### src/design/brl_pkg.sv
package brl_pkg;

  // Coordinate and payload widths
  localparam int COORD_BITS    = 13;
  localparam int DELTA_W       = COORD_BITS + 1;
  localparam int ERR_W         = COORD_BITS + 3;
  localparam int COLOR_W       = 24;
  localparam int ADDR_W        = 24;
  localparam int BPP_W         = 3;
  localparam int CFG_DATA_W    = 32;
  localparam int CFG_ADDR_W    = 4;

  // Defaults handed to the top level parameters
  localparam int SCREEN_WIDTH  = 1900;
  localparam int SCREEN_HEIGHT = 1200;
  localparam int QUEUE_DEPTH   = 2;

  localparam logic [BPP_W-1:0] BPP_RESET = 3'd4;

  typedef logic signed [COORD_BITS-1:0] coord_t;
  typedef logic signed [DELTA_W-1:0]    delta_t;
  typedef logic signed [ERR_W-1:0]      err_t;
  typedef logic [COLOR_W-1:0]           color_t;
  typedef logic [ADDR_W-1:0]            addr_t;

  typedef enum logic {
    KindLoad = 1'b0,
    KindTick = 1'b1
  } kind_e;

  // Register word index, taken from paddr[3:2]
  typedef enum logic [1:0] {
    RegOffsetX = 2'd0,
    RegOffsetY = 2'd1,
    RegBpp     = 2'd2
  } reg_e;

  typedef struct packed {
    coord_t           offset_x;
    coord_t           offset_y;
    logic [BPP_W-1:0] bpp;
  } cfg_t;

  // Command passed from the front end to the stepper
  typedef struct packed {
    kind_e  kind;
    coord_t cur_x;
    coord_t cur_y;
    coord_t goal_x;
    coord_t goal_y;
    delta_t delta_x;
    delta_t neg_delta_y;
    logic   step_x_neg;
    logic   step_y_neg;
    err_t   error_term;
    color_t color;
  } cmd_t;

endpackage

### src/design/brl_in_if.sv
interface brl_in_if;
  import brl_pkg::*;

  logic   valid;
  logic   ready;
  logic   kind;
  coord_t start_x;
  coord_t start_y;
  coord_t end_x;
  coord_t end_y;
  color_t start_color;
  color_t end_color;

  modport source (
    output valid, kind, start_x, start_y, end_x, end_y, start_color, end_color,
    input  ready
  );

  modport sink (
    input  valid, kind, start_x, start_y, end_x, end_y, start_color, end_color,
    output ready
  );
endinterface

### src/design/brl_out_if.sv
interface brl_out_if;
  import brl_pkg::*;

  logic       valid;
  logic       ready;
  addr_t      byte_address;
  logic [7:0] blue;
  logic [7:0] green;
  logic [7:0] red;
  logic       write;
  logic       last;

  modport source (
    output valid, byte_address, blue, green, red, write, last,
    input  ready
  );

  modport sink (
    input  valid, byte_address, blue, green, red, write, last,
    output ready
  );
endinterface

### src/design/bresenham_line_rasterizer.sv
// Bresenham line rasterizer.
// in_ch carries transactions of two kinds: a load gives the line endpoints
// and colours, a tick asks for the next pixel. A tick with no line in
// progress is dropped. out_ch gives one transaction per pixel: the frame
// buffer byte address, the colour bytes, a write flag for on-screen pixels
// and a last flag on the end point, after which ticks are dropped again.
// The APB port holds the pan offsets and bytes per pixel; write it only
// while no transaction is in flight.
// Path: a tick accepted on in_ch passes through the command queue, then
// the clip, linear index and address multiply stages, before it is offered
// on out_ch. Throughput: one transaction per cycle while out_ch is ready,
// as the stepper makes one error step per tick.
// A stalled out_ch holds its transaction; the pipeline fills behind it and
// the two-entry queue then drops in_ch ready, so nothing is lost.
// Reset clears the queue, the pipeline and the line in progress, and sets
// the offsets to zero and bytes per pixel to four.
module bresenham_line_rasterizer #(
  parameter int SCREEN_WIDTH  = brl_pkg::SCREEN_WIDTH,
  parameter int SCREEN_HEIGHT = brl_pkg::SCREEN_HEIGHT,
  parameter int QUEUE_DEPTH   = brl_pkg::QUEUE_DEPTH
) (
  input  logic                           clk_i,
  input  logic                           rst_ni,
  brl_in_if.sink                         in_ch,
  brl_out_if.source                      out_ch,
  input  logic                           psel,
  input  logic                           penable,
  input  logic                           pwrite,
  input  logic [brl_pkg::CFG_ADDR_W-1:0] paddr,
  input  logic [brl_pkg::CFG_DATA_W-1:0] pwdata,
  output logic [brl_pkg::CFG_DATA_W-1:0] prdata,
  output logic                           pready
);
  import brl_pkg::*;

  cfg_t cfg;
  cmd_t front_cmd, back_cmd;
  logic front_valid, front_ready, back_valid, back_ready;

  brl_cfg u_cfg (
    .clk_i   (clk_i),
    .rst_ni  (rst_ni),
    .psel    (psel),
    .penable (penable),
    .pwrite  (pwrite),
    .paddr   (paddr),
    .pwdata  (pwdata),
    .prdata  (prdata),
    .pready  (pready),
    .cfg_o   (cfg)
  );

  brl_front u_front (
    .in_ch       (in_ch),
    .cmd_o       (front_cmd),
    .cmd_valid_o (front_valid),
    .cmd_ready_i (front_ready)
  );

  brl_queue #(
    .DEPTH (QUEUE_DEPTH)
  ) u_queue (
    .clk_i        (clk_i),
    .rst_ni       (rst_ni),
    .push_data_i  (front_cmd),
    .push_valid_i (front_valid),
    .push_ready_o (front_ready),
    .pop_data_o   (back_cmd),
    .pop_valid_o  (back_valid),
    .pop_ready_i  (back_ready)
  );

  brl_back #(
    .SCREEN_WIDTH  (SCREEN_WIDTH),
    .SCREEN_HEIGHT (SCREEN_HEIGHT)
  ) u_back (
    .clk_i       (clk_i),
    .rst_ni      (rst_ni),
    .cfg_i       (cfg),
    .cmd_i       (back_cmd),
    .cmd_valid_i (back_valid),
    .cmd_ready_o (back_ready),
    .out_ch      (out_ch)
  );

endmodule

### src/design/brl_cfg.sv
module brl_cfg (
  input  logic                           clk_i,
  input  logic                           rst_ni,
  input  logic                           psel,
  input  logic                           penable,
  input  logic                           pwrite,
  input  logic [brl_pkg::CFG_ADDR_W-1:0] paddr,
  input  logic [brl_pkg::CFG_DATA_W-1:0] pwdata,
  output logic [brl_pkg::CFG_DATA_W-1:0] prdata,
  output logic                           pready,
  output brl_pkg::cfg_t                  cfg_o
);
  import brl_pkg::*;

  cfg_t cfg_q, cfg_d;
  reg_e sel;
  logic wr_en;

  assign sel    = reg_e'(paddr[3:2]);
  assign wr_en  = psel & penable & pwrite;
  assign pready = 1'b1;
  assign cfg_o  = cfg_q;

  // Decode register writes
  always_comb begin
    cfg_d = cfg_q;
    if (wr_en) begin
      unique case (sel)
        RegOffsetX: cfg_d.offset_x = coord_t'(pwdata[COORD_BITS-1:0]);
        RegOffsetY: cfg_d.offset_y = coord_t'(pwdata[COORD_BITS-1:0]);
        RegBpp:     cfg_d.bpp      = pwdata[BPP_W-1:0];
        default:    cfg_d          = cfg_q;
      endcase
    end
  end

  always_ff @(posedge clk_i or negedge rst_ni) begin
    if (!rst_ni) begin
      cfg_q.offset_x <= '0;
      cfg_q.offset_y <= '0;
      cfg_q.bpp      <= BPP_RESET;
    end else begin
      cfg_q <= cfg_d;
    end
  end

  // Return the addressed register, offsets sign-extended
  always_comb begin
    unique case (sel)
      RegOffsetX: prdata = {{(CFG_DATA_W-COORD_BITS){cfg_q.offset_x[COORD_BITS-1]}},
                            cfg_q.offset_x};
      RegOffsetY: prdata = {{(CFG_DATA_W-COORD_BITS){cfg_q.offset_y[COORD_BITS-1]}},
                            cfg_q.offset_y};
      RegBpp:     prdata = {{(CFG_DATA_W-BPP_W){1'b0}}, cfg_q.bpp};
      default:    prdata = '0;
    endcase
  end

endmodule

### src/design/brl_front.sv
module brl_front (
  brl_in_if.sink        in_ch,
  output brl_pkg::cmd_t cmd_o,
  output logic          cmd_valid_o,
  input  logic          cmd_ready_i
);
  import brl_pkg::*;

  delta_t ddx, ddy;
  delta_t abs_dx, neg_abs_dy;
  color_t c0, c1;

  assign in_ch.ready = cmd_ready_i;
  assign cmd_valid_o = in_ch.valid;

  // Work out the stepper set-up for a load
  always_comb begin
    ddx = {in_ch.end_x[COORD_BITS-1], in_ch.end_x} -
          {in_ch.start_x[COORD_BITS-1], in_ch.start_x};
    ddy = {in_ch.end_y[COORD_BITS-1], in_ch.end_y} -
          {in_ch.start_y[COORD_BITS-1], in_ch.start_y};
    abs_dx     = ddx[DELTA_W-1] ? -ddx : ddx;
    neg_abs_dy = ddy[DELTA_W-1] ? ddy : -ddy;
    c0 = in_ch.start_color;
    c1 = in_ch.end_color;

    cmd_o.kind        = kind_e'(in_ch.kind);
    cmd_o.cur_x       = in_ch.start_x;
    cmd_o.cur_y       = in_ch.start_y;
    cmd_o.goal_x      = in_ch.end_x;
    cmd_o.goal_y      = in_ch.end_y;
    cmd_o.delta_x     = abs_dx;
    cmd_o.neg_delta_y = neg_abs_dy;
    cmd_o.step_x_neg  = !(in_ch.start_x < in_ch.end_x);
    cmd_o.step_y_neg  = !(in_ch.start_y < in_ch.end_y);
    cmd_o.error_term  = {{(ERR_W-DELTA_W){abs_dx[DELTA_W-1]}}, abs_dx} +
                        {{(ERR_W-DELTA_W){neg_abs_dy[DELTA_W-1]}}, neg_abs_dy};
    // Take the end colour when the colours differ and start green is set
    cmd_o.color = ((c0 != c1) && (c0[15:8] != 8'd0)) ? c1 : c0;
  end

endmodule

### src/design/brl_queue.sv
module brl_queue #(
  parameter int DEPTH = brl_pkg::QUEUE_DEPTH
) (
  input  logic          clk_i,
  input  logic          rst_ni,
  input  brl_pkg::cmd_t push_data_i,
  input  logic          push_valid_i,
  output logic          push_ready_o,
  output brl_pkg::cmd_t pop_data_o,
  output logic          pop_valid_o,
  input  logic          pop_ready_i
);
  import brl_pkg::*;

  localparam int PtrW = (DEPTH > 1) ? $clog2(DEPTH) : 1;
  localparam int CntW = $clog2(DEPTH + 1);
  localparam logic [CntW-1:0] Full    = CntW'(DEPTH);
  localparam logic [PtrW-1:0] LastPtr = PtrW'(DEPTH - 1);

  cmd_t            mem_q [DEPTH];
  logic [PtrW-1:0] wr_ptr_q, rd_ptr_q;
  logic [CntW-1:0] count_q;
  logic            push, pop;

  assign push_ready_o = (count_q != Full);
  assign pop_valid_o  = (count_q != '0);
  assign push         = push_valid_i & push_ready_o;
  assign pop          = pop_valid_o & pop_ready_i;
  assign pop_data_o   = mem_q[rd_ptr_q];

  // Store the pushed command
  always_ff @(posedge clk_i) begin
    if (push) begin
      mem_q[wr_ptr_q] <= push_data_i;
    end
  end

  // Advance pointers and occupancy
  always_ff @(posedge clk_i or negedge rst_ni) begin
    if (!rst_ni) begin
      wr_ptr_q <= '0;
      rd_ptr_q <= '0;
      count_q  <= '0;
    end else begin
      if (push) begin
        wr_ptr_q <= (wr_ptr_q == LastPtr) ? '0 : wr_ptr_q + 1'b1;
      end
      if (pop) begin
        rd_ptr_q <= (rd_ptr_q == LastPtr) ? '0 : rd_ptr_q + 1'b1;
      end
      if (push && !pop) begin
        count_q <= count_q + 1'b1;
      end else if (pop && !push) begin
        count_q <= count_q - 1'b1;
      end
    end
  end

endmodule

### src/design/brl_back.sv
module brl_back #(
  parameter int SCREEN_WIDTH  = brl_pkg::SCREEN_WIDTH,
  parameter int SCREEN_HEIGHT = brl_pkg::SCREEN_HEIGHT
) (
  input  logic          clk_i,
  input  logic          rst_ni,
  input  brl_pkg::cfg_t cfg_i,
  input  brl_pkg::cmd_t cmd_i,
  input  logic          cmd_valid_i,
  output logic          cmd_ready_o,
  brl_out_if.source     out_ch
);
  import brl_pkg::*;

  localparam int XW = $clog2(SCREEN_WIDTH + 1);
  localparam int YW = $clog2(SCREEN_HEIGHT + 1);
  localparam logic signed [COORD_BITS+1:0] WidthS  = (COORD_BITS + 2)'(SCREEN_WIDTH);
  localparam logic signed [COORD_BITS+1:0] HeightS = (COORD_BITS + 2)'(SCREEN_HEIGHT);
  localparam addr_t WidthA = ADDR_W'(SCREEN_WIDTH);

  // Stepper state
  logic   busy_q, busy_d;
  coord_t cur_x_q, cur_x_d, cur_y_q, cur_y_d;
  coord_t goal_x_q, goal_x_d, goal_y_q, goal_y_d;
  delta_t dx_q, dx_d, ndy_q, ndy_d;
  logic   sxn_q, sxn_d, syn_q, syn_d;
  err_t   err_q, err_d;
  color_t color_q, color_d;

  // Pipeline registers
  logic          s1_v_q, s1_v_d, s2_v_q, s2_v_d, s3_v_q, s3_v_d;
  logic          s1_on_q, s1_last_q, s2_on_q, s2_last_q;
  logic [XW-1:0] s1_px_q;
  logic [YW-1:0] s1_py_q;
  color_t        s1_color_q, s2_color_q, s3_color_q;
  addr_t         s2_lin_q, s3_addr_q;
  logic          s3_on_q, s3_last_q;

  logic en1, en2, en3, pop, emit, at_end, x_step, y_step;
  logic signed [COORD_BITS:0]   px, py;
  logic signed [COORD_BITS+1:0] pxe, pye;
  logic signed [ERR_W:0]        e2, ndy_e, dx_e;
  err_t                         ndy_err, dx_err;
  logic                         on_screen;
  logic [ADDR_W+BPP_W-1:0]      prod;

  // Let each stage move when the next one is free or moving
  assign en3 = !s3_v_q | out_ch.ready;
  assign en2 = !s2_v_q | en3;
  assign en1 = !s1_v_q | en2;
  assign cmd_ready_o = en1;
  assign pop  = cmd_valid_i & en1;
  assign emit = pop & (cmd_i.kind == KindTick) & busy_q;

  // Pan and clip the current pixel
  always_comb begin
    px  = {cur_x_q[COORD_BITS-1], cur_x_q} + {cfg_i.offset_x[COORD_BITS-1], cfg_i.offset_x};
    py  = {cur_y_q[COORD_BITS-1], cur_y_q} + {cfg_i.offset_y[COORD_BITS-1], cfg_i.offset_y};
    pxe = {px[COORD_BITS], px};
    pye = {py[COORD_BITS], py};
    on_screen = !px[COORD_BITS] && (pxe < WidthS) && !py[COORD_BITS] && (pye < HeightS);
    at_end    = (cur_x_q == goal_x_q) && (cur_y_q == goal_y_q);
  end

  // Bresenham error step
  always_comb begin
    e2      = {err_q, 1'b0};
    ndy_e   = {{(ERR_W-DELTA_W+1){ndy_q[DELTA_W-1]}}, ndy_q};
    dx_e    = {{(ERR_W-DELTA_W+1){dx_q[DELTA_W-1]}}, dx_q};
    ndy_err = {{(ERR_W-DELTA_W){ndy_q[DELTA_W-1]}}, ndy_q};
    dx_err  = {{(ERR_W-DELTA_W){dx_q[DELTA_W-1]}}, dx_q};
    x_step  = (e2 >= ndy_e);
    y_step  = (e2 <= dx_e);
  end

  // Load a new line or advance the current one
  always_comb begin
    busy_d   = busy_q;
    cur_x_d  = cur_x_q;
    cur_y_d  = cur_y_q;
    goal_x_d = goal_x_q;
    goal_y_d = goal_y_q;
    dx_d     = dx_q;
    ndy_d    = ndy_q;
    sxn_d    = sxn_q;
    syn_d    = syn_q;
    err_d    = err_q;
    color_d  = color_q;
    if (pop && cmd_i.kind == KindLoad) begin
      busy_d   = 1'b1;
      cur_x_d  = cmd_i.cur_x;
      cur_y_d  = cmd_i.cur_y;
      goal_x_d = cmd_i.goal_x;
      goal_y_d = cmd_i.goal_y;
      dx_d     = cmd_i.delta_x;
      ndy_d    = cmd_i.neg_delta_y;
      sxn_d    = cmd_i.step_x_neg;
      syn_d    = cmd_i.step_y_neg;
      err_d    = cmd_i.error_term;
      color_d  = cmd_i.color;
    end else if (emit) begin
      if (at_end) begin
        busy_d = 1'b0;
      end else begin
        err_d = err_q + (x_step ? ndy_err : '0) + (y_step ? dx_err : '0);
        if (x_step) begin
          cur_x_d = sxn_q ? cur_x_q - 1'b1 : cur_x_q + 1'b1;
        end
        if (y_step) begin
          cur_y_d = syn_q ? cur_y_q - 1'b1 : cur_y_q + 1'b1;
        end
      end
    end
  end

  always_ff @(posedge clk_i or negedge rst_ni) begin
    if (!rst_ni) begin
      busy_q   <= 1'b0;
      cur_x_q  <= '0;
      cur_y_q  <= '0;
      goal_x_q <= '0;
      goal_y_q <= '0;
      dx_q     <= '0;
      ndy_q    <= '0;
      sxn_q    <= 1'b0;
      syn_q    <= 1'b0;
      err_q    <= '0;
      color_q  <= '0;
    end else begin
      busy_q   <= busy_d;
      cur_x_q  <= cur_x_d;
      cur_y_q  <= cur_y_d;
      goal_x_q <= goal_x_d;
      goal_y_q <= goal_y_d;
      dx_q     <= dx_d;
      ndy_q    <= ndy_d;
      sxn_q    <= sxn_d;
      syn_q    <= syn_d;
      err_q    <= err_d;
      color_q  <= color_d;
    end
  end

  // Stage valid bits
  always_comb begin
    s1_v_d = en1 ? emit   : s1_v_q;
    s2_v_d = en2 ? s1_v_q : s2_v_q;
    s3_v_d = en3 ? s2_v_q : s3_v_q;
  end

  always_ff @(posedge clk_i or negedge rst_ni) begin
    if (!rst_ni) begin
      s1_v_q <= 1'b0;
      s2_v_q <= 1'b0;
      s3_v_q <= 1'b0;
    end else begin
      s1_v_q <= s1_v_d;
      s2_v_q <= s2_v_d;
      s3_v_q <= s3_v_d;
    end
  end

  assign prod = (ADDR_W + BPP_W)'(cfg_i.bpp) * (ADDR_W + BPP_W)'(s2_lin_q);

  // Pixel pipeline: clip, linear index, byte address
  always_ff @(posedge clk_i) begin
    if (en1) begin
      s1_on_q    <= on_screen;
      s1_last_q  <= at_end;
      s1_px_q    <= px[XW-1:0];
      s1_py_q    <= py[YW-1:0];
      s1_color_q <= color_q;
    end
    if (en2) begin
      s2_on_q    <= s1_on_q;
      s2_last_q  <= s1_last_q;
      s2_color_q <= s1_color_q;
      s2_lin_q   <= s1_on_q ? ADDR_W'(s1_px_q) + ADDR_W'(s1_py_q) * WidthA : '0;
    end
    if (en3) begin
      s3_on_q    <= s2_on_q;
      s3_last_q  <= s2_last_q;
      s3_color_q <= s2_color_q;
      s3_addr_q  <= prod[ADDR_W-1:0];
    end
  end

  assign out_ch.valid        = s3_v_q;
  assign out_ch.byte_address = s3_addr_q;
  assign out_ch.blue         = s3_color_q[7:0];
  assign out_ch.green        = s3_color_q[15:8];
  assign out_ch.red          = s3_color_q[23:16];
  assign out_ch.write        = s3_on_q;
  assign out_ch.last         = s3_last_q;

endmodule
### src/flat_wrapper.sv
// flat-port wrapper written by rule: the top's interface ports become plain ports
module bresenham_line_rasterizer_flat import brl_pkg::*;
#(
  parameter int SCREEN_WIDTH  = brl_pkg::SCREEN_WIDTH,
  parameter int SCREEN_HEIGHT = brl_pkg::SCREEN_HEIGHT,
  parameter int QUEUE_DEPTH   = brl_pkg::QUEUE_DEPTH
)
  (clk_i, rst_ni, psel, penable, pwrite, paddr, pwdata, prdata, pready, in_ch_valid, in_ch_kind, in_ch_start_x, in_ch_start_y, in_ch_end_x, in_ch_end_y, in_ch_start_color, in_ch_end_color, in_ch_ready, out_ch_valid, out_ch_byte_address, out_ch_blue, out_ch_green, out_ch_red, out_ch_write, out_ch_last, out_ch_ready);
  brl_in_if in_ch_i ();
  brl_out_if out_ch_i ();
  input  logic clk_i;
  input  logic rst_ni;
  input  logic psel;
  input  logic penable;
  input  logic pwrite;
  input  logic [brl_pkg::CFG_ADDR_W-1:0] paddr;
  input  logic [brl_pkg::CFG_DATA_W-1:0] pwdata;
  output logic [brl_pkg::CFG_DATA_W-1:0] prdata;
  output logic pready;
  input wire logic [$bits(in_ch_i.valid)-1:0] in_ch_valid;
  input wire logic [$bits(in_ch_i.kind)-1:0] in_ch_kind;
  input wire logic [$bits(in_ch_i.start_x)-1:0] in_ch_start_x;
  input wire logic [$bits(in_ch_i.start_y)-1:0] in_ch_start_y;
  input wire logic [$bits(in_ch_i.end_x)-1:0] in_ch_end_x;
  input wire logic [$bits(in_ch_i.end_y)-1:0] in_ch_end_y;
  input wire logic [$bits(in_ch_i.start_color)-1:0] in_ch_start_color;
  input wire logic [$bits(in_ch_i.end_color)-1:0] in_ch_end_color;
  output wire logic [$bits(in_ch_i.ready)-1:0] in_ch_ready;
  output wire logic [$bits(out_ch_i.valid)-1:0] out_ch_valid;
  output wire logic [$bits(out_ch_i.byte_address)-1:0] out_ch_byte_address;
  output wire logic [$bits(out_ch_i.blue)-1:0] out_ch_blue;
  output wire logic [$bits(out_ch_i.green)-1:0] out_ch_green;
  output wire logic [$bits(out_ch_i.red)-1:0] out_ch_red;
  output wire logic [$bits(out_ch_i.write)-1:0] out_ch_write;
  output wire logic [$bits(out_ch_i.last)-1:0] out_ch_last;
  input wire logic [$bits(out_ch_i.ready)-1:0] out_ch_ready;
  assign in_ch_i.valid = in_ch_valid;
  assign in_ch_i.kind = in_ch_kind;
  assign in_ch_i.start_x = in_ch_start_x;
  assign in_ch_i.start_y = in_ch_start_y;
  assign in_ch_i.end_x = in_ch_end_x;
  assign in_ch_i.end_y = in_ch_end_y;
  assign in_ch_i.start_color = in_ch_start_color;
  assign in_ch_i.end_color = in_ch_end_color;
  assign in_ch_ready = in_ch_i.ready;
  assign out_ch_valid = out_ch_i.valid;
  assign out_ch_byte_address = out_ch_i.byte_address;
  assign out_ch_blue = out_ch_i.blue;
  assign out_ch_green = out_ch_i.green;
  assign out_ch_red = out_ch_i.red;
  assign out_ch_write = out_ch_i.write;
  assign out_ch_last = out_ch_i.last;
  assign out_ch_i.ready = out_ch_ready;
  bresenham_line_rasterizer #(.SCREEN_WIDTH(SCREEN_WIDTH), .SCREEN_HEIGHT(SCREEN_HEIGHT), .QUEUE_DEPTH(QUEUE_DEPTH)) u_core (.clk_i(clk_i), .rst_ni(rst_ni), .in_ch(in_ch_i), .out_ch(out_ch_i), .psel(psel), .penable(penable), .pwrite(pwrite), .paddr(paddr), .pwdata(pwdata), .prdata(prdata), .pready(pready));
endmodule
### config.mk
export PLATFORM = sky130hd
export DESIGN_NAME = bresenham_line_rasterizer_flat
export DESIGN_NICKNAME = d
export VERILOG_FILES = /design/src/design/brl_pkg.sv /design/src/design/brl_in_if.sv /design/src/design/brl_out_if.sv /design/src/design/bresenham_line_rasterizer.sv /design/src/design/brl_cfg.sv /design/src/design/brl_front.sv /design/src/design/brl_queue.sv /design/src/design/brl_back.sv /design/src/flat_wrapper.sv
export SDC_FILE = /design/constraint.sdc
export NUM_CORES = 1
export LEC_CHECK = 0
export BUFFER_PORTS_ARGS = -buffer_cell sky130_fd_sc_hd__buf_2
export CORE_MARGIN = 4
export CORE_UTILIZATION = 60
export CTS_CLUSTER_SIZE = 24
export DETAILED_ROUTE_END_ITERATION = 8
export HOLD_SLACK_MARGIN = 0.02
export PLACE_DENSITY_LB_ADDON = 0.25
export SYNTH_ARGS = -nofsm -noshare
export SYNTH_HDL_FRONTEND = slang
export SYNTH_SLANG_ARGS = --single-unit
### constraint.sdc
create_clock -name clk_i -period 12 [get_ports clk_i]
set_clock_uncertainty 0.2 [all_clocks]
set_input_delay 1.8 -clock clk_i [delete_from_list [all_inputs] [get_ports clk_i]]
set_output_delay 1.8 -clock clk_i [all_outputs]
set_load 0.02 [all_outputs]
Word level (Yosys, flattened, before mapping)
Memories as Yosys holds them, arrays and structs flattened.
Index checks and enable logic that the tools add are counted.
{ "totals": {"regBits": 307, "ram_bits": 246, "input_bits": 144, "word_cells": 137, "n_memories": 1} }
{ "classes": {"addsub": 18, "multipliers": 2, "magnitude_cmp": 6, "eq_ne": 7, "n_mux": 28, "n_bitwise": 10, "n_reduce_logical": 32} }
{ "mem_list": {"columns": ["memory", "words", "width", "read_ports", "rd_clocked_by_memory_dff", "write_ports", "line_no", "text"], "rows": [
  ["u_core.u_queue.mem_q", 2, 123, 1, 0, 1, "brl_queue.sv:20", "cmd_t mem_q [DEPTH];"]
]} }
{ "ops": {"columns": ["cell", "count"], "rows": [
  ["$mux 13", 10],
  ["$pmux 32 s3", 1],
  ["$mux 16", 5],
  ["$add 16x16->16", 2],
  ["$add 13x13->14", 2],
  ["$lt 14x12->1 const B", 2],
  ["$mux 14", 2],
  ["$neg 14->14", 2],
  ["$sub 13x13->14", 2],
  ["$add 13x1->13 const B", 2],
  ["$eq 13x13->1", 2],
  ["$lt 13x13->1", 2],
  ["$sub 13x1->13 const B", 2],
  ["$mul 3x24->24", 1],
  ["$mux 24", 1],
  ["$ne 24x24->1", 1],
  ["$add 11x22->23", 1],
  ["$mul 11x9->20 const B", 1],
  ["$ge 17x14->1", 1],
  ["$le 17x14->1", 1],
  ["$add 14x14->15", 1],
  ["$reduce_bool 2->1", 6],
  ["$reduce_and 2->1", 5],
  ["$logic_not 1->1", 9],
  ["16 further kinds", 39]
]} }

Longest topological paths before layout
Gate-level depths: netlist of the first run.
{ "depth": {"ltp_word": 9, "ltp_mapped": 22} }

By module
A second synthesis of the first run with hierarchy kept.
{ "unflattened": {"cells_unflattened": 2873, "hier_area_um2": 33153.0} }
{ "by_module_without_submodules": {"columns": ["module", "n_inst", "cells_each", "area_each_um2", "seq_area_each_um2"], "rows": [
  ["brl_back", 1, 1835, 18477.7, 7567.3],
  ["brl_queue", 1, 401, 9311.4, 7487.2],
  ["brl_front", 1, 518, 3848.7, 0.0],
  ["brl_cfg", 1, 119, 1515.2, 726.9]
]} }

Worst setup path before layout of the first run
No wires, ideal clock.
{ "synth_path": {"path_kind": "input to register", "from": "input port in_ch_valid", "to": "memory u_core.u_queue.mem_q[0][0] (netlist name) (enable)", "setup_ps": 605, "arrival_ps": 6967, "required_time_ps": 11195, "path_slack_ps": 4228, "stages": 2, "cell_sequence": "nand2_1 -> nor2_1"} }
{ "synth_via": {"elab_chain_cells": 3} }
{ "synth_lines": {"columns": ["item", "line_no", "text"], "rows": [
  ["start, declared", "flat_wrapper.sv:20", "input wire logic [$bits(in_ch_i.valid)-1:0] in_ch_valid;"],
  ["$and 1x1->1", "brl_queue.sv:27", "assign push = push_valid_i & push_ready_o;"],
  ["$mux 1", "brl_queue.sv:33", "if (push) begin"],
  ["$mux 1 (implied by the code)", "brl_queue.sv:34", "mem_q[wr_ptr_q] <= push_data_i;"],
  ["end, declared", "brl_queue.sv:20", null]
]} }
No other way between the ends.

==> results of run 1 <==
## worst max-delay path, cell delays in order
cell,delay (ns)
sky130_fd_sc_hd__buf_2,0.13
sky130_fd_sc_hd__inv_1,0.09
sky130_fd_sc_hd__ha_1,0.29
sky130_fd_sc_hd__nor2b_1,0.18
sky130_fd_sc_hd__o2111ai_1,0.15
sky130_fd_sc_hd__a21oi_1,0.21
sky130_fd_sc_hd__o21ai_0,0.15
sky130_fd_sc_hd__a21o_1,0.20
sky130_fd_sc_hd__a21oi_1,0.76
sky130_fd_sc_hd__nor2_1,0.11
sky130_fd_sc_hd__xnor2_1,0.53
sky130_fd_sc_hd__ha_1,0.38
sky130_fd_sc_hd__a21oi_1,0.22
sky130_fd_sc_hd__o21bai_1,0.12
sky130_fd_sc_hd__a31o_2,0.29
sky130_fd_sc_hd__a311o_1,0.35
sky130_fd_sc_hd__a31oi_1,0.37
sky130_fd_sc_hd__o21bai_1,0.13
sky130_fd_sc_hd__xor2_1,0.17
## final timing paths
kind                                                         end  slack (ns)  cells past startpoint
setup reg to reg             u_core.u_back.err_q[15]$_DFFE_PN0P_        6.21                     19
hold / removal             u_core.u_back.s3_color_q[7]$_DFFE_PP_        0.22                      0
max in group asynchronous    u_core.u_queue.rd_ptr_q$_DFFE_PN0P_        8.81                      3
setup / recovery           u_core.u_queue.mem_q[1][37]$_DFFE_PP_        5.52                     19
hold reg to reg            u_core.u_back.s3_color_q[7]$_DFFE_PP_        0.22                      0
min in group asynchronous   u_core.u_back.cur_x_q[4]$_DFFE_PN0P_        0.96                      1
## per-layer routing
metal / routed length (um) / GRT usage (%) / vias to the layer above / part of all wire [%]
met5: 0 / 0 / - / 0
met4: 2153 / 7.661 / 0 / 3.1
met3: 3591 / 3.456 / 142 / 5.1
met2: 34310 / 42.43 / 565 / 49
met1: 29750 / 32.38 / 10390 / 43
li1: - / - / 10260 / -
## sequential cells by signal, indices dropped and copies added, names as in the netlist, 2 cells and up
register	count
u_core.u_back.goal_y_q	13
u_core.u_back.out_ch.byte_address	24
u_core.u_back.s3_color_q	24
u_core.u_back.s1_py_q	11
u_core.u_back.s1_px_q	11
u_core.u_queue.mem_q	244
u_core.u_back.s2_lin_q	23
u_core.u_back.s1_color_q	24
u_core.u_queue.count_q	2
u_core.u_back.ndy_q	14
u_core.u_back.goal_x_q	13
u_core.u_cfg.cfg_o	29
u_core.u_back.cur_x_q	13
u_core.u_back.cur_y_q	13
u_core.u_back.s2_color_q	24
u_core.u_back.dx_q	14
u_core.u_back.err_q	16
u_core.u_back.color_q	24
## logic make-up (layout without fill, tap and decap cells)
kind of cell | count (synthesis) | in the layout | synth area share, %
buffers and inverters | 324 | 562 | 4.101
adder cells (fa/ha/maj) | 308 | 308 | 14.22
AO/OA/AOI/OAI | 523 | 523 | 10.39
flip-flops | 550 | 550 | 49.60
XOR/XNOR | 195 | 195 | 5.412
other | 1 | 2 | 0.01183
multiplexers | 184 | 184 | 6.016
AND/OR/NAND/NOR | 671 | 671 | 10.26
## cells in the final DEF, fill, tap and decap left out, types with 15 or more instances in the layout
cell type,n
sky130_fd_sc_hd__a211oi_1,40
sky130_fd_sc_hd__a21o_1,48
sky130_fd_sc_hd__a21oi_1,137
sky130_fd_sc_hd__a31oi_1,17
sky130_fd_sc_hd__and2_1,39
sky130_fd_sc_hd__and3_1,20
sky130_fd_sc_hd__buf_2,205
sky130_fd_sc_hd__buf_4,17
sky130_fd_sc_hd__clkbuf_16,58
sky130_fd_sc_hd__dfrtp_1,157
sky130_fd_sc_hd__edfxtp_1,391
sky130_fd_sc_hd__fa_1,87
sky130_fd_sc_hd__ha_1,221
sky130_fd_sc_hd__inv_1,229
sky130_fd_sc_hd__mux2_2,52
sky130_fd_sc_hd__mux2i_1,132
sky130_fd_sc_hd__nand2_1,211
sky130_fd_sc_hd__nand2b_1,15
sky130_fd_sc_hd__nand3_1,45
sky130_fd_sc_hd__nand4_1,23
sky130_fd_sc_hd__nor2_1,131
sky130_fd_sc_hd__nor2b_1,53
sky130_fd_sc_hd__nor3_1,60
sky130_fd_sc_hd__nor4_1,17
sky130_fd_sc_hd__o21a_1,19
sky130_fd_sc_hd__o21ai_0,152
sky130_fd_sc_hd__or3_1,22
sky130_fd_sc_hd__xnor2_1,125
sky130_fd_sc_hd__xor2_1,69
## per-stage QoR
step	cell area, um^2	util, %	instances
finish	35280	68.08	3675
CTS	35280	68.08	3674
global placement	33320	64.29	3566
detailed placement	33320	64.29	3566
floorplan	31700	-	2756
global route	35280	68.08	3674
## cell type report
class,instances,area (um^2)
clock inverters,30,374.1
flip-flops and latches,550,15730
clock buffers,78,1587
well taps,680,850.8
multi-input cells,1882,14710
inverters,231,867.1
diodes,1,2.502
fillers,3716,16540
repair buffers,223,1165
==> run metrics, run 1 <==
number of input and output port buffers inserted=206; initial antenna violation count=0; clock latency of the later-clocked register in the worst-skew pair=0.63 ns; mean number of vias per cell=5.811; CTS tree=done; largest net degree at the start of global routing=90; data arrival time of the critical path=6.65 ns; Peak Freq=154.2 MHz; post-placement worst setup slack=4.948 ns; final routed wirelength across all metal layers=69800 um; syn avg cell area=11.50 um^2; netlist area before placement=0.03170 mm^2; vias in the first global route=21670; number of hold buffers added after cts=0; dominant cell type by area after synthesis=sky130_fd_sc_hd__edfxtp_1; number of nets in the synthesized netlist=3208; Post-route DRC=0; Final ANT Viol Nets=0; Layout Nets=3397; library cell with the highest instance count after synthesis=sky130_fd_sc_hd__edfxtp_1; required arrival time at the worst endpoint=12.16 ns; endpoints failing setup=0; Slew Limit Headroom=20.48%; Worst Min Path Start=u_core.u_back.s2_color_q[7]$_DFFE_PP_; Pre-antenna DRT Iters=6; count of pins over their slew limit=0; nature of the critical path startpoint=input pin; start-to-end type of the worst setup path=in2reg; total clock sinks=550; Max FO, Critical Path=13; RePlAce Congestion=0.8979; post-route fraction of the period consumed by the critical path=54.03%; Worst setup EP type=flop; actual slew at the worst max-slew pin=1.185 ns; number of violations reported at the end of detailed-routing iteration 0=1548; Tot GR Track Use=24.52%; H-tree levels=2; count of cells resized by post-cts repair=0; min setup slack post-route=5.517 ns; setup repair after global routing missed its margin=false; gate count of the mapped netlist=2756; die outline width=237.8 um; area of the die=0.05657 mm^2; count of boundary I/O pins=229; final setup TNS=0 ns; hold slack final=0.2172 ns; warning count from the yosys run=0; synth cell count leaders=sky130_fd_sc_hd__edfxtp_1 (391), sky130_fd_sc_hd__inv_1 (229), sky130_fd_sc_hd__ha_1 (221), sky130_fd_sc_hd__nand2_1 (212), sky130_fd_sc_hd__dfrtp_1 (158); height of the die=237.8 um; min cycle time layout=6.483 ns; wire length of the first global-routing pass=112500 um; WL per Instance=18.99 um; standard cell core area=0.05182 mm^2; clock-pin slew of the registers on the worst-case setup and hold paths=0.06 ns; count of vias placed by the detailed router=21360; proportion of netlist area held by the largest area contributor=37.04%; number of synthesized flops with an enable pin=391; CTS max path bufs=3; critical path launch point=in_ch_start_x[1]; cts bufs inserted=57; run status=complete, no violations; share of async-settable or async-resettable flops after synthesis=28.91%; proportion of synthesized chip area in sequential cells=49.60%; placed wire-length estimate after detailed placement=52080 um; layout overhead on the synthesized area=11.30%; global route overflow=0; fraction of final layout cells sized beyond drive strength 1=13.06%; buffers inserted by post-CTS timing repair=0; number of unique standard cell types used by synthesis=81; worst reg2reg startpoint=u_core.u_back.ndy_q[13]$_DFFE_PN0P_; total of flip-flops plus latches after synthesis=550; Hold Violations, Final=0; number of standard-cell rows in the floorplan=83; Min-Delay Path Class=reg2reg; clock root buffer=sky130_fd_sc_hd__clkbuf_16; ys flop type=sky130_fd_sc_hd__edfxtp_1; starting density of the core=61.17%; max-cap violations=0; main area contributors after synthesis=sky130_fd_sc_hd__edfxtp_1 (37%), sky130_fd_sc_hd__dfrtp_1 (12%), sky130_fd_sc_hd__ha_1 (8.7%), sky130_fd_sc_hd__fa_1 (5.5%), sky130_fd_sc_hd__mux2i_1 (4.2%)
Power of run 1 is left out: the tool's default activity adds up to more than one toggle a clock period on the data nets, which glitch-free logic cannot reach.
==> run 2: changes to the inputs <==
Settings changed: ABC_AREA set to 1, CORE_UTILIZATION 60 to 56.
Clock period 12 ns to 5.28 ns, I/O delays scaled along.
==> run 2 against run 1 <==
Against the previous run:
- count of clock-buffer cells in the layout shrank 3
- hold slack lost 0.14 ns
- sequential cell count is the same
- core utilization shrank 4.0 points
- critical path type is now reg2reg
- die area grew 8.2%
==> run metrics, run 2 <==
endpoints failing setup=0 (unchanged); warning count from the yosys run=0 (unchanged); count of boundary I/O pins=229 (unchanged); share of the core filled with cells in the final layout=64.06% (-4.0 points); data arrival time of the critical path=5.22 ns (-1.43 ns); initial antenna violation count=0 (unchanged); proportion of synthesized chip area in sequential cells=48.98% (-0.61 points); Slew Limit Headroom=30.03% (+9.6 points); highest-count cells in the layout ignoring fill and taps=sky130_fd_sc_hd__nand2_1 (724), sky130_fd_sc_hd__inv_1 (412), sky130_fd_sc_hd__edfxtp_1 (391); height of the die=247.4 um (+4.0%); dominant cell type by area after synthesis=sky130_fd_sc_hd__edfxtp_1; Max FO, Critical Path=6 (-7); Peak Freq=197.5 MHz; gate count of the mapped netlist=3363 (+22%); Worst setup EP type=flop; total of flip-flops plus latches after synthesis=550 (unchanged); cts bufs inserted=58 (+1.8%); required arrival time at the worst endpoint=5.44 ns (-6.72 ns); number of violations reported at the end of detailed-routing iteration 0=1533 (-0.97%); antenna cells=0 (-1); number of input and output port buffers inserted=206 (unchanged); post-route fraction of the period consumed by the critical path=95.90%; wire length of the first global-routing pass=114400 um (+1.7%); leading cell type in the layout, fill and taps excluded=sky130_fd_sc_hd__nand2_1; adder-cell share of the synthesized area=14.04% (-0.18 points); synth cell count leaders=sky130_fd_sc_hd__nand2_1 (734), sky130_fd_sc_hd__inv_1 (422), sky130_fd_sc_hd__edfxtp_1 (391), sky130_fd_sc_hd__nor2_1 (340), sky130_fd_sc_hd__ha_1 (221); RePlAce Congestion=0.8979 (unchanged); multiplexer share of the synthesized area=0.09356% (-5.9 points); standard cell core area=0.05660 mm^2 (+9.2%); largest net degree at the start of global routing=123 (+37%); Post-route DRC=0 (unchanged); number of unique standard cell types used by synthesis=56 (-31%); number of synthesized flops with an enable pin=391 (unchanged); max reg flops=244 (unchanged); clock root buffer=sky130_fd_sc_hd__clkbuf_16; CTS max path bufs=3 (unchanged); count of vias placed by the detailed router=23330 (+9.2%); clock latency of the later-clocked register in the worst-skew pair=0.62 ns (about the same); mean number of vias per cell=5.318 (-8.5%); min cycle time layout=5.064 ns; library cell with the highest instance count after synthesis=sky130_fd_sc_hd__nand2_1; CTS tree=done; Final ANT Viol Nets=0 (unchanged); simple-gate share of the synthesized area=16.69% (+6.4 points); actual slew at the worst max-slew pin=1.048 ns (-0.1369 ns); global route overflow=0 (unchanged); slack of the worst reg-to-reg path=0.22 ns (-5.99 ns); fraction of final layout cells sized beyond drive strength 1=12.15% (-0.91 points); clock-pin slew of the registers on the worst-case setup and hold paths=0.06 ns (about the same); Tot GR Track Use=23.44% (-1.1 points); max-cap violations=0 (unchanged); netlist area before placement=0.03210 mm^2 (+1.3%); total clock sinks=550 (unchanged); Layout Nets=4033 (+19%); nature of the critical path startpoint=flop; post-placement worst setup slack=0.03358 ns (-4.915 ns); Pre-antenna DRT Iters=5 (-1); ys flop type=sky130_fd_sc_hd__edfxtp_1; hold slack final=0.07710 ns (-0.1401 ns); Hold Violations, Final=0 (unchanged); post-synthesis share of cell area spent on xor and xnor gates=4.549% (-0.86 points); register containing the most flip-flops in the final layout=u_core.u_queue.mem_q; Min-Delay Path Class=in2async; H-tree levels=2 (unchanged); start-to-end type of the worst setup path=reg2reg; min setup slack post-route=0.2165 ns (-5.300 ns); final setup TNS=0 ns (unchanged); run status=complete, no violations; number of nets in the synthesized netlist=3815 (+19%); starting density of the core=56.70% (-4.5 points); proportion of netlist area held by the largest area contributor=36.58% (-0.46 points); number of standard-cell rows in the floorplan=87 (+4.8%); share of async-settable or async-resettable flops after synthesis=28.91% (unchanged); die outline width=247.4 um (+4.0%); WL per Instance=16.41 um (-14%); syn avg cell area=9.544 um^2 (-17%); layout overhead on the synthesized area=12.97%; placed wire-length estimate after detailed placement=52170 um (+0.17%); vias in the first global route=22290 (+2.9%); area of the die=0.06121 mm^2 (+8.2%); largest family of logic cells by synthesized area=simple AND/OR/NAND/NOR gates; count of pins over their slew limit=0 (unchanged); # fillers=4587 (+23%); main area contributors after synthesis=sky130_fd_sc_hd__edfxtp_1 (37%), sky130_fd_sc_hd__dfrtp_1 (12%), sky130_fd_sc_hd__ha_1 (8.6%), sky130_fd_sc_hd__nand2_1 (8.6%), sky130_fd_sc_hd__fa_1 (5.4%); share of the synthesized area in compound gates (AO/OA/AOI/OAI)=9.064% (-1.3 points); final routed wirelength across all metal layers=71970 um (+3.1%)
[run 2: cell count changes after synthesis, sizes merged, moves of 70 or more]
cell	previous run	this run
mux2i	132	3
nand3	45	125
xnor2	125	55
nand2	212	738
nor2	132	344
o31ai	8	86
inv	230	426
[run 2: logic make-up after synthesis]
| family | count (synthesis) |
|---|---|
| AND/OR/NAND/NOR | 1310 |
| flip-flops | 550 |
| buffers and inverters | 532 |
| AO/OA/AOI/OAI | 494 |
| adder cells (fa/ha/maj) | 308 |
| XOR/XNOR | 165 |
| multiplexers | 3 |
| other | 1 |
[run 2: through the flow]
stage                     cells  instance area, um^2
after detailed placement   4263                33990
after CTS                  4373                35880
final                      4387                36260
after global routing       4387                36260
after floorplan            3363                32100
after global placement     4263                33990
[run 2: path summary, 6_finish.rpt]
check | startpoint | to | cells past startpoint
max | u_core.u_back.s1_py_q[1]$_DFFE_PN_ | u_core.u_back.s2_lin_q[20]$_SDFFCE_PN0P_ | 23
min in group clk_i | in_ch_start_y[4] | u_core.u_queue.mem_q[1][100]$_DFFE_PP_ | 1
min reg2reg | u_core.u_back.s1_color_q[17]$_DFFE_PN_ | u_core.u_back.s2_color_q[17]$_DFFE_PP_ | 0
max in group asynchronous | rst_ni | u_core.u_cfg.cfg_o[10]$_DFFE_PN0P_ | 2
min | rst_ni | u_core.u_back.color_q[18]$_DFFE_PN0P_ | 1
max reg2reg | u_core.u_back.s1_py_q[1]$_DFFE_PN_ | u_core.u_back.s2_lin_q[20]$_SDFFCE_PN0P_ | 23
[run 2: worst max-delay path: stages, from the launching register on]
cell and delay, ns:
sky130_fd_sc_hd__edfxtp_1 0.45, sky130_fd_sc_hd__buf_4 0.17, sky130_fd_sc_hd__ha_1 0.23, sky130_fd_sc_hd__fa_1 0.45, sky130_fd_sc_hd__ha_1 0.30, sky130_fd_sc_hd__inv_1 0.05, sky130_fd_sc_hd__fa_1 0.52, sky130_fd_sc_hd__inv_1 0.06
sky130_fd_sc_hd__ha_4 0.27, sky130_fd_sc_hd__a21oi_4 0.18, sky130_fd_sc_hd__nand2_2 0.08, sky130_fd_sc_hd__xor2_1 0.15, sky130_fd_sc_hd__ha_1 0.34, sky130_fd_sc_hd__nand2_1 0.09, sky130_fd_sc_hd__o21ai_1 0.13, sky130_fd_sc_hd__o21bai_1 0.12
sky130_fd_sc_hd__and2_1 0.16, sky130_fd_sc_hd__nor2_1 0.06, sky130_fd_sc_hd__nor2_2 0.17, sky130_fd_sc_hd__nand4_1 0.18, sky130_fd_sc_hd__nor2_2 0.22, sky130_fd_sc_hd__nand3_2 0.09, sky130_fd_sc_hd__nand2_1 0.07, sky130_fd_sc_hd__nor2_1 0.05
[run 2: metal layers]
| metal | global-route usage [%] | wire length (um) | vias to the layer above |
|---|---|---|---|
| li1 | - | - | 11650 |
| met3 | 3.544 | 4137 | 123 |
| met2 | 38.27 | 33540 | 605 |
| met1 | 32.25 | 31740 | 10960 |
| met4 | 8.429 | 2555 | 0 |
| met5 | 0 | 0 | - |
[run 2: area by class of cell]
type                            count  area (um^2)  area share (%)
Clock buffer                       75         1598           4.406
Clock inverter                     35        281.5          0.7764
Inverter                          430         1617           4.458
Multi-Input combinational cell   2281        14570           40.19
Sequential cell                   550        15730           43.37
Tap cell                          756        945.9           2.609
Timing Repair Buffer              260         1521           4.196
[run 2: timing repair]
| action | CTS | global route |
|---|---|---|
| endpoints found under the setup margin | 2 | 8 |
| pin swaps | 0 | 34 |
| hold buffers | 0 | 0 |
| endpoints found under the hold margin | 0 | 0 |
| gates resized for setup | 2 | 59 |
| setup buffers | 0 | 14 |
Power of run 2 is left out for the same reason.
